<file path="src/rtl/ntp_pkg.sv">
// Shared types, constants and the step scale table for the note-to-pitch converter.
`default_nettype none

package ntp_pkg;

    localparam int POS_W        = 14;      // note * 128 + fine
    localparam int OCT_QBITS    = 4;       // octave count, at most ten and one more on wrap
    localparam int OCTAVE_UNITS = 1536;
    localparam int REM_W        = 11;      // remainder inside one octave
    localparam int FRAC_W       = 5;
    localparam int STEP_W       = REM_W - FRAC_W;
    localparam int BASE_W       = 16;
    localparam int SCALE_W      = 14;
    localparam int SCALE_FRAC   = 12;
    localparam int SCALE_ENTRIES = 49;     // S(0) .. S(48)
    localparam int SCALE_DEPTH  = 1 << STEP_W;
    localparam int PROD_W       = BASE_W + SCALE_W;
    localparam int SUM_W        = PROD_W + 1;
    localparam int PITCH_W      = 14;

    localparam logic [BASE_W-1:0]  UNITY_BASE = 16'h1000;
    localparam int                 STEP_RATIO = 32'h103B;
    localparam logic [PITCH_W-1:0] PITCH_MAX  = 14'h3FFF;

    typedef logic [SCALE_DEPTH-1:0][SCALE_W-1:0] scale_tab_t;

    // Item moving down the divider chain.
    typedef struct packed {
        logic                 vld;
        logic                 neg;
        logic [POS_W-1:0]     rem;
        logic [OCT_QBITS-1:0] octs;
    } ntp_div_t;

    // Finished conversion handed to the output register.
    typedef struct packed {
        logic               vld;
        logic [PITCH_W-1:0] pitch;
    } ntp_res_t;

    // S(k+1) = S(k) * 0x103B / 4096, truncated; unused tail entries are zero.
    function automatic scale_tab_t build_scale_tab();
        scale_tab_t  t;
        logic [31:0] s;
        t = '0;
        s = 32'd4096;
        for (int k = 0; k < SCALE_ENTRIES; k++)
        begin
            t[k] = SCALE_W'(s);
            s    = (s * 32'(STEP_RATIO)) >> SCALE_FRAC;
        end
        return t;
    endfunction

    localparam scale_tab_t SCALE_TAB = build_scale_tab();

endpackage

`default_nettype wire

</file>
<file path="src/rtl/ntp_div_cell.sv">
// One restoring-division cell: extracts one octave quotient bit per stage.
`default_nettype none

module ntp_div_cell #(
    parameter int SHIFT = 0
) (
    input  logic             clk,
    input  logic             rst_n,
    input  logic             adv,
    input  ntp_pkg::ntp_div_t din,
    output ntp_pkg::ntp_div_t dout
);
    import ntp_pkg::*;

    localparam logic [POS_W:0] DIVISOR = (POS_W+1)'(OCTAVE_UNITS << SHIFT);

    logic           ge;
    logic [POS_W:0] diff;
    ntp_div_t       cell_next;
    ntp_div_t       cell_reg;

    always_comb
    begin
        diff      = {1'b0, din.rem} - DIVISOR;
        ge        = ({1'b0, din.rem} >= DIVISOR);
        cell_next = din;
        cell_next.rem  = ge ? diff[POS_W-1:0] : din.rem;
        cell_next.octs = {din.octs[OCT_QBITS-2:0], ge};
    end

    // Hold while the output side stalls, advance otherwise.
    always_ff @(posedge clk or negedge rst_n)
    begin
        if (!rst_n)
        begin
            cell_reg <= '0;
        end
        else if (adv)
        begin
            cell_reg <= cell_next;
        end
    end

    assign dout = cell_reg;

endmodule

`default_nettype wire

</file>
<file path="src/rtl/ntp_interp.sv">
// Octave fold, scale lookup, linear interpolation between scale steps and saturation.
`default_nettype none

module ntp_interp (
    input  logic              clk,
    input  logic              rst_n,
    input  logic              adv,
    input  ntp_pkg::ntp_div_t din,
    output ntp_pkg::ntp_res_t res
);
    import ntp_pkg::*;

    // lookup stage
    logic                 wrap;
    logic [REM_W-1:0]     rem_in;
    logic [REM_W-1:0]     rem_adj;
    logic [OCT_QBITS-1:0] octs_adj;
    logic [STEP_W-1:0]    steps;
    logic [BASE_W-1:0]    base_next;
    logic [SCALE_W-1:0]   s_lo_next;
    logic [SCALE_W-1:0]   s_hi_next;
    logic [FRAC_W-1:0]    frac_next;

    logic                 a_vld_reg;
    logic [BASE_W-1:0]    base_reg;
    logic [SCALE_W-1:0]   s_lo_reg;
    logic [SCALE_W-1:0]   s_hi_reg;
    logic [FRAC_W-1:0]    frac_a_reg;

    // multiply stage
    logic [PROD_W-1:0]    lo_next;
    logic [PROD_W-1:0]    hi_next;
    logic                 b_vld_reg;
    logic [PROD_W-1:0]    lo_b_reg;
    logic [PROD_W-1:0]    hi_b_reg;
    logic [FRAC_W-1:0]    frac_b_reg;

    // interpolation stage
    logic [PROD_W-1:0]    slope;
    logic [PROD_W-1:0]    prod_next;
    logic                 c_vld_reg;
    logic [PROD_W-1:0]    lo_c_reg;
    logic [PROD_W-1:0]    prod_reg;

    // final sum and saturation
    logic [SUM_W-1:0]     sum;
    logic [SUM_W-1:0]     scaled;

    always_comb
    begin
        rem_in   = din.rem[REM_W-1:0];
        wrap     = din.neg && (rem_in != '0);
        octs_adj = wrap ? din.octs + OCT_QBITS'(1) : din.octs;
        rem_adj  = wrap ? REM_W'(OCTAVE_UNITS) - rem_in : rem_in;
        if (din.neg)
        begin
            base_next = UNITY_BASE >> octs_adj;
        end
        else
        begin
            base_next = BASE_W'(32'(UNITY_BASE) << octs_adj);
        end
        steps     = rem_adj[REM_W-1:FRAC_W];
        frac_next = rem_adj[FRAC_W-1:0];
        s_lo_next = SCALE_TAB[steps];
        s_hi_next = SCALE_TAB[steps + STEP_W'(1)];
    end

    assign lo_next   = PROD_W'(base_reg) * PROD_W'(s_lo_reg);
    assign hi_next   = PROD_W'(base_reg) * PROD_W'(s_hi_reg);
    assign slope     = (hi_b_reg - lo_b_reg) >> FRAC_W;
    assign prod_next = slope * PROD_W'(frac_b_reg);

    always_ff @(posedge clk or negedge rst_n)
    begin
        if (!rst_n)
        begin
            a_vld_reg <= 1'b0;
            b_vld_reg <= 1'b0;
            c_vld_reg <= 1'b0;
        end
        else if (adv)
        begin
            a_vld_reg <= din.vld;
            b_vld_reg <= a_vld_reg;
            c_vld_reg <= b_vld_reg;
        end
    end

    always_ff @(posedge clk)
    begin
        if (adv)
        begin
            base_reg   <= base_next;
            s_lo_reg   <= s_lo_next;
            s_hi_reg   <= s_hi_next;
            frac_a_reg <= frac_next;
            lo_b_reg   <= lo_next;
            hi_b_reg   <= hi_next;
            frac_b_reg <= frac_a_reg;
            lo_c_reg   <= lo_b_reg;
            prod_reg   <= prod_next;
        end
    end

    always_comb
    begin
        sum    = SUM_W'(lo_c_reg) + SUM_W'(prod_reg);
        scaled = sum >> SCALE_FRAC;
        res.vld = c_vld_reg;
        if (scaled > SUM_W'(PITCH_MAX))
        begin
            res.pitch = PITCH_MAX;
        end
        else
        begin
            res.pitch = scaled[PITCH_W-1:0];
        end
    end

endmodule

`default_nettype wire

</file>
<file path="src/rtl/note_to_pitch_converter.sv">
// Top level of the note-to-pitch converter: divider chain, interpolator, output register.
// Pipeline: 4 divider cells, 3 interpolation stages, 1 output register.
// Throughput: one conversion per cycle; the whole pipeline advances together and
//   holds as one while a finished result waits on out_ready.
// Reset: rst_n clears stage and output valid bits and divider cell data; no other state.
`default_nettype none

module note_to_pitch_converter (
    input  logic       clk,
    input  logic       rst_n,
    input  logic       in_valid,
    output logic       in_ready,
    input  logic [6:0] center_note,
    input  logic [6:0] center_fine,
    input  logic [6:0] target_note,
    input  logic [6:0] target_fine,
    output logic       out_valid,
    input  logic       out_ready,
    output logic [13:0] pitch_word
);
    import ntp_pkg::*;

    logic             adv;
    logic [POS_W-1:0] cpos;
    logic [POS_W-1:0] tpos;
    logic             neg;
    logic [POS_W-1:0] mag;
    ntp_div_t         chain [OCT_QBITS+1];
    ntp_res_t         res;

    logic               out_valid_reg;
    logic [PITCH_W-1:0] pitch_reg;

    // Advance every stage unless a finished result is stuck at the output.
    // A new item enters on the same advance, so ready follows the output side only.
    assign adv      = !(out_valid_reg && !out_ready);
    assign in_ready = adv;

    // Positions in 1/128 semitone units, and the distance between them.
    // A downward offset travels as a magnitude with a sign flag; the
    // interpolator folds it back into the lower octave.
    assign cpos = {center_note, center_fine};
    assign tpos = {target_note, target_fine};
    assign neg  = (tpos < cpos);
    assign mag  = neg ? (cpos - tpos) : (tpos - cpos);

    always_comb
    begin
        chain[0].vld  = in_valid;
        chain[0].neg  = neg;
        chain[0].rem  = mag;
        chain[0].octs = '0;
    end

    // Divide the magnitude by one octave, one quotient bit per cell, MSB first.
    // Each cell compares against 1536 shifted to its bit position and hands
    // the partial remainder and quotient to the next cell.
    for (genvar i = 0; i < OCT_QBITS; i++)
    begin : g_div
        ntp_div_cell #(
            .SHIFT(OCT_QBITS - 1 - i)
        ) u_cell (
            .clk  (clk),
            .rst_n(rst_n),
            .adv  (adv),
            .din  (chain[i]),
            .dout (chain[i+1])
        );
    end

    // Base shift, scale table lookup, two products, slope times fraction, saturation.
    ntp_interp u_interp (
        .clk  (clk),
        .rst_n(rst_n),
        .adv  (adv),
        .din  (chain[OCT_QBITS]),
        .res  (res)
    );

    // Output register: parts the pipeline from the consumer.
    always_ff @(posedge clk or negedge rst_n)
    begin
        if (!rst_n)
        begin
            out_valid_reg <= 1'b0;
        end
        else if (adv)
        begin
            out_valid_reg <= res.vld;
        end
    end

    always_ff @(posedge clk)
    begin
        if (adv)
        begin
            pitch_reg <= res.pitch;
        end
    end

    assign out_valid  = out_valid_reg;
    assign pitch_word = pitch_reg;

endmodule

`default_nettype wire

</file>
<file path="config.mk">
export PLATFORM = sky130hd
export DESIGN_NAME = note_to_pitch_converter
export DESIGN_NICKNAME = d
export VERILOG_FILES = /design/src/rtl/ntp_pkg.sv /design/src/rtl/ntp_div_cell.sv /design/src/rtl/ntp_interp.sv /design/src/rtl/note_to_pitch_converter.sv
export SDC_FILE = /design/constraint.sdc
export NUM_CORES = 2
export LEC_CHECK = 0
export BUFFER_PORTS_ARGS = -buffer_cell sky130_fd_sc_hd__buf_2
export CORE_UTILIZATION = 35
export CTS_BUF_LIST = sky130_fd_sc_hd__clkbuf_4
export CTS_CLUSTER_DIAMETER = 50
export DETAILED_ROUTE_END_ITERATION = 6
export MAX_ROUTING_LAYER = met4
export PLACE_DENSITY_LB_ADDON = 0.25
export SETUP_SLACK_MARGIN = 0.2
export SYNTH_ARGS = -nofsm -noshare
export SYNTH_HDL_FRONTEND = slang
export SYNTH_HIERARCHICAL = 1
export SYNTH_SLANG_ARGS = --single-unit
</file>
<file path="constraint.sdc">
create_clock -name clk -period 11.55 [get_ports clk]
set_clock_uncertainty 0.1 [all_clocks]
set_input_delay 0.5775 -clock clk [delete_from_list [all_inputs] [get_ports clk]]
set_output_delay 0.5775 -clock clk [all_outputs]
set_load 0.01 [all_outputs]
</file>
Word-level counts from Yosys, hierarchy flattened
Memories as Yosys holds them, arrays and structs flattened. A register that Yosys moved wholly into a read port is not among the register bits.
Index checks and enable logic that the tools add are counted.
{ "word_totals": {"register_bits": 235, "mem_bits_ro": 1792, "inputBits": 32, "out_inout_bits": 16, "wordCells": 67, "n_memories": 2} }
{ "op_classes": {"add_sub_neg": 11, "n_mul": 3, "order_cmp": 6, "shifts": 2, "muxes": 8, "n_reduce_logical": 7} }
{ "mem_list": {"columns": ["name", "words", "width", "read_ports", "rd_ports_with_merged_regs", "wr", "line_no", "text"], "rows": [
  ["(no name shown)", 64, 14, 1, 1, 0, "ntp_interp.sv:66", "s_hi_next = SCALE_TAB[steps + STEP_W'(1)];"],
  ["(no name shown)", 64, 14, 1, 1, 0, "ntp_interp.sv:65", "s_lo_next = SCALE_TAB[steps];"]
]} }
{ "ops": {"columns": ["operator", "n"], "rows": [
  ["16-bit by 14-bit multiplier with 30-bit output", 2],
  ["14-bit 2-to-1 mux", 4],
  ["30-bit by 30-bit adder with 31-bit output", 1],
  ["25-bit by 5-bit multiplier with 30-bit output", 1],
  ["30-bit subtractor", 1],
  ["14-bit subtractor", 2],
  ["11-bit 2-to-1 mux", 2],
  ["19-bit by 14-bit greater-than comparator with 1-bit output (second input constant)", 1],
  ["16-bit 2-to-1 mux", 1],
  ["13-bit by 4-bit left shift with 16-bit output (first input constant)", 1],
  ["13-bit by 4-bit right shift with 16-bit output (first input constant)", 1],
  ["14-bit by 11-bit greater-or-equal comparator with 1-bit output (second input constant)", 1],
  ["14-bit by 12-bit greater-or-equal comparator with 1-bit output (second input constant)", 1],
  ["14-bit by 13-bit greater-or-equal comparator with 1-bit output (second input constant)", 1],
  ["14-bit greater-or-equal comparator (second input constant)", 1],
  ["14-bit less-than comparator", 1],
  ["14-bit by 12-bit subtractor with 14-bit output (second input constant)", 1],
  ["14-bit by 13-bit subtractor with 14-bit output (second input constant)", 1],
  ["14-bit subtractor (second input constant)", 1],
  ["11-bit nonzero test", 1],
  ["11-bit subtractor (first input constant)", 1],
  ["11-bit subtractor (second input constant)", 1],
  ["6-bit by 1-bit adder with 6-bit output (second input constant)", 1],
  ["4-bit by 1-bit adder with 4-bit output (second input constant)", 1],
  ["other kinds (3)", 7]
]} }

Logic depth before layout (Yosys ltp)
{ "depth": {"ltp_word": 5, "depth_mapped": 27, "depth_no_buf": 26} }

Hierarchy
The synthesis kept the hierarchy.
{ "modules_own_cells": {"columns": ["module", "instances", "cells_each", "area_per_inst_um2", "seq_area_each_um2"], "rows": [
  ["ntp_interp", 1, 3029, 28081.9, 5240.0],
  ["note_to_pitch_converter", 1, 195, 1749.2, 445.4],
  ["ntp_div_cell at g_div[3].u_cell", 1, 64, 843.3, 500.5],
  ["ntp_div_cell at g_div[2].u_cell", 1, 56, 818.3, 500.5],
  ["ntp_div_cell at g_div[1].u_cell", 1, 55, 812.0, 500.5],
  ["ntp_div_cell at g_div[0].u_cell", 1, 48, 760.7, 500.5]
]} }

Worst setup path after synthesis
Ideal clock, no wire load.
{ "synth_path": {"path_kind": "input port to flip-flop", "startpoint": "input port out_ready", "endpoint": "register g_div[3].u_cell.cell_reg, in the netlist g_div[3].u_cell/dout[10]", "setup_time_ns": 0.125, "t_arrival_ns": 6.741, "required_ns": 11.325, "setup_slack_ns": 4.584, "stages": 4, "path_buffers": 2, "path_cell_list": "nand2b_1 -> buf_2 -> buf_2 -> mux2_2"} }
{ "synth_via": {"elab_chain_len": 2} }
{ "synth_lines": {"columns": ["element", "line_no", "text"], "rows": [
  ["start, declared", "note_to_pitch_converter.sv:18", "input logic out_ready,"],
  ["1-bit logical NOT", "note_to_pitch_converter.sv:36", "assign adv = !(out_valid_reg && !out_ready);"],
  ["1-bit logical AND", "note_to_pitch_converter.sv:36", null],
  ["end signal, assigned", "ntp_div_cell.sv:40", "cell_reg <= cell_next;"],
  ["end, declared", "ntp_div_cell.sv:20", "ntp_div_t cell_reg;"]
]} }
Every way passes these cells.
A chain may end at the register's enable or synchronous reset.

Final worst setup path
{ "layout_path": {"startpoint": "register u_interp.base_reg[7]", "endpoint": "register u_interp.hi_b_reg[28], data pin"} }
{ "layout_via": {"elab_chain_len": 1} }
{ "layout_lines": {"columns": ["element", "line_no", "text"], "rows": [
  ["start, declared", "ntp_interp.sv:25", "logic [BASE_W-1:0] base_reg;"],
  ["start signal, assigned", "ntp_interp.sv:94", "base_reg <= base_next;"],
  ["16-bit by 14-bit multiplier with 30-bit output", "ntp_interp.sv:70", "assign hi_next = PROD_W'(base_reg) * PROD_W'(s_hi_reg);"],
  ["via u_interp.hi_next[28]", "ntp_interp.sv:32", "logic [PROD_W-1:0] hi_next;"],
  ["end signal, assigned", "ntp_interp.sv:99", "hi_b_reg <= hi_next;"],
  ["end, declared", "ntp_interp.sv:35", "logic [PROD_W-1:0] hi_b_reg;"]
]} }
The timed path passes the listed nets, and every way through them passes these cells.

==> impl_results.md <==
* Req. time, crit path at around 12,000 ps
* # resized after CTS at 0
* Max-cap viol count at 0
* Startpoint Class: flop
* Clock sinks at 261
* Cell total after placement at roughly 4,600
* Residual DRC at 0
* RSZ-0062 raised after global routing: false
* Clk slew on worst S/H paths at 60 ps
* Die Wd at a little over 300 um
* Average wire per standard cell at approximately 15 um
* # H-tree levels at 3
* FILL cells at roughly 9,300
* CTS Root Cell: clkbuf_4
* Initial DRT Pass Iterations at 5
* Fin cells at between 4,000 and 5,000
* Syn Nets at 4,177
* Rows at ~110
* HP Class: primary input to flop
* Worst Hold Depth at 4
* First-pass GRT wire length at 123,000 um
* Hold EP: g_div[0].u_cell/dout[4]
* Crit Path Category: flop to flop
* Crit-path max cell delay at 1030 ps
* CP top delay family: adder cells
* Vias in the first global route at between 20,000 and 25,000
* Final net count at 4,191
* TritonCTS clock tree: yes
* Worst Path Buf+Inv at 3
* Fin. max-slew vios at 0
* Worst-Margin Slew at 1210 ps
* Post-synthesis cell area at ~0.033 mm^2
* Final Cycle Share at 0.635
* Slew headroom at 0.194
* Port bufs at 47
* Via count at around 23,000
* Tmin final at 7340 ps
* Clk buf depth at 3
* RR Startpoint: u_interp/base_reg[7]
* Post-route setup TNS at 0 ps
* CP max FO at 26
* ANT nets after route at 0
* Cell mode on critical path: fa_1
* Clock Latency Late Sink at slightly above 800 ps
* CORE AREA at a little over 0.09 mm^2
* Worst setup EP type: flop
* Worst R2R End: u_interp/hi_b_reg[28]
* Placer Congestion at 0.861
* Dpl hpwl at ~56,000 um
* Mean post-synth cell area at between 9 and 10 um^2
* Fmax at ~140 MHz
* Fin. Hold Viols at 0
* Area delta synth->final at 7.32%
* Chip height at 308 um
* Initial cell density of the core at 0.355
* Mapped Cells at about 3,400
* R2R cell count at 19
* Remaining global-route overflow at 0
* Final WL at 72,900 um
* 1st-iter DRT viols at 1,143
* CP cell instances: nand2_1 -> fa_1 -> fa_1 -> fa_1 -> inv_1 -> fa_1 -> inv_1 -> fa_1 -> inv_1 -> fa_1 -> ha_1 -> a21o_1 -> a21o_1 -> a2111oi_0 -> o21a_1 -> nor3_1 -> a211o_1 -> and4_1 -> a211o_1
* GRT Util Overall at 0.165
* Total CTS buffers at 78
* Fraction of layout cells with a size suffix above 1 at 0.0854
* R2r setup slk at around 4200 ps
* Arrival @ worst endpoint at 7820 ps
* Top-Level Pins at between 40 and 50
* Warnings, synthesis at 6
* Min-delay src: target_fine[0]
* CP max stage cell: edfxtp_1
* Vias/cell at between 4 and 5
* Largest net degree at the start of global routing at 93
* Max reg flops at between 70 and 80
* Setup violations, final at 0
* Status: finished, final reports clean
* Hold slack final at between 200 and 300 ps
* Antenna violations before repair at 3
* Die area at ~0.095 mm^2
==> tightest hold or removal path, stage by stage <==
cell and delay (ps):
buf_2 110, ha_1 270, inv_1 60, mux2_2 130
==> worst max path at each step <==
stage	cells after the start	slack, ps	to	startpoint
finish	19	4210	u_interp/hi_b_reg[28]	u_interp/base_reg[7]
global route	20	3840	u_interp/lo_b_reg[29]	u_interp/base_reg[12]
CTS	20	4280	u_interp/lo_b_reg[29]	u_interp/base_reg[12]
detailed placement	20	4250	u_interp/lo_b_reg[29]	u_interp/base_reg[12]
global placement	20	4320	u_interp/lo_b_reg[29]	u_interp/base_reg[12]
floorplan	4	4620	g_div[3].u_cell/dout[10]	out_ready
==> timing repair <==
| item | in CTS | in global routing |
|---|---|---|
| hold buffers | 2 | 0 |
| buffers inserted | 0 | 0 |
| setup endpoints to repair | 0 | 0 |
| hold endpoints to repair | 76 | 0 |
==> cell usage in the layout (no fill, tap or decap), types with 7 or more instances in the layout <==
cell type	instances
a211o_1	10
and2_1	302
nor2b_1	19
o21a_1	20
ha_1	353
nor2_1	132
a31oi_1	25
o211ai_1	21
clkinv_2	8
and3_1	16
nor4_1	10
edfxtp_1	186
clkinv_1	15
a21o_1	47
fa_1	375
nand2_1	353
nand4_1	10
dfrtp_1	75
buf_4	25
buf_2	46
xor2_1	41
o21ai_0	95
or3_1	8
xnor2_1	87
clkbuf_4	111
a211oi_1	29
nor3_1	35
a2111oi_0	7
nand2b_1	33
mux2_2	64
o21bai_1	24
nand3_1	34
o311ai_0	7
inv_1	540
o22ai_1	8
a21oi_1	164
mux2i_1	15
o31ai_1	7
==> cell type report <==
cell class | instances | area (um^2) | area share
Tap cell | 1243 | 1560 | 0.0443
Inverter | 543 | 2040 | 0.0581
Multi-Input combinational cell | 2474 | 22600 | 0.644
Clock buffer | 111 | 833 | 0.0238
Clock inverter | 27 | 151 | 0.00432
Antenna cell | 3 | 7.51 | 0.000214
Timing Repair Buffer | 73 | 438 | 0.0125
Sequential cell | 261 | 7460 | 0.213
==> through the flow <==
stage	util	setup WS [ps]	area (um^2)
2_1_floorplan	-	4620	32700
3_5_place_dp	0.370	4250	34100
4_1_cts	0.381	4280	35100
5_1_grt	0.381	3840	35100
6_report	0.381	4210	35100
3_3_place_gp	0.370	4320	34100
==> routing by layer <==
layer  vias to the layer above  share of wire  global-route usage
li1                      11300              -                   -
met1                     11500           0.47               0.211
met2                       447           0.47               0.271
met3                       123          0.040              0.0230
met4                         0          0.022              0.0464
met5                         -              0                   -
Power is not shown: default switching activity piles up to over one toggle a cycle in this logic, so the estimate is an artifact.
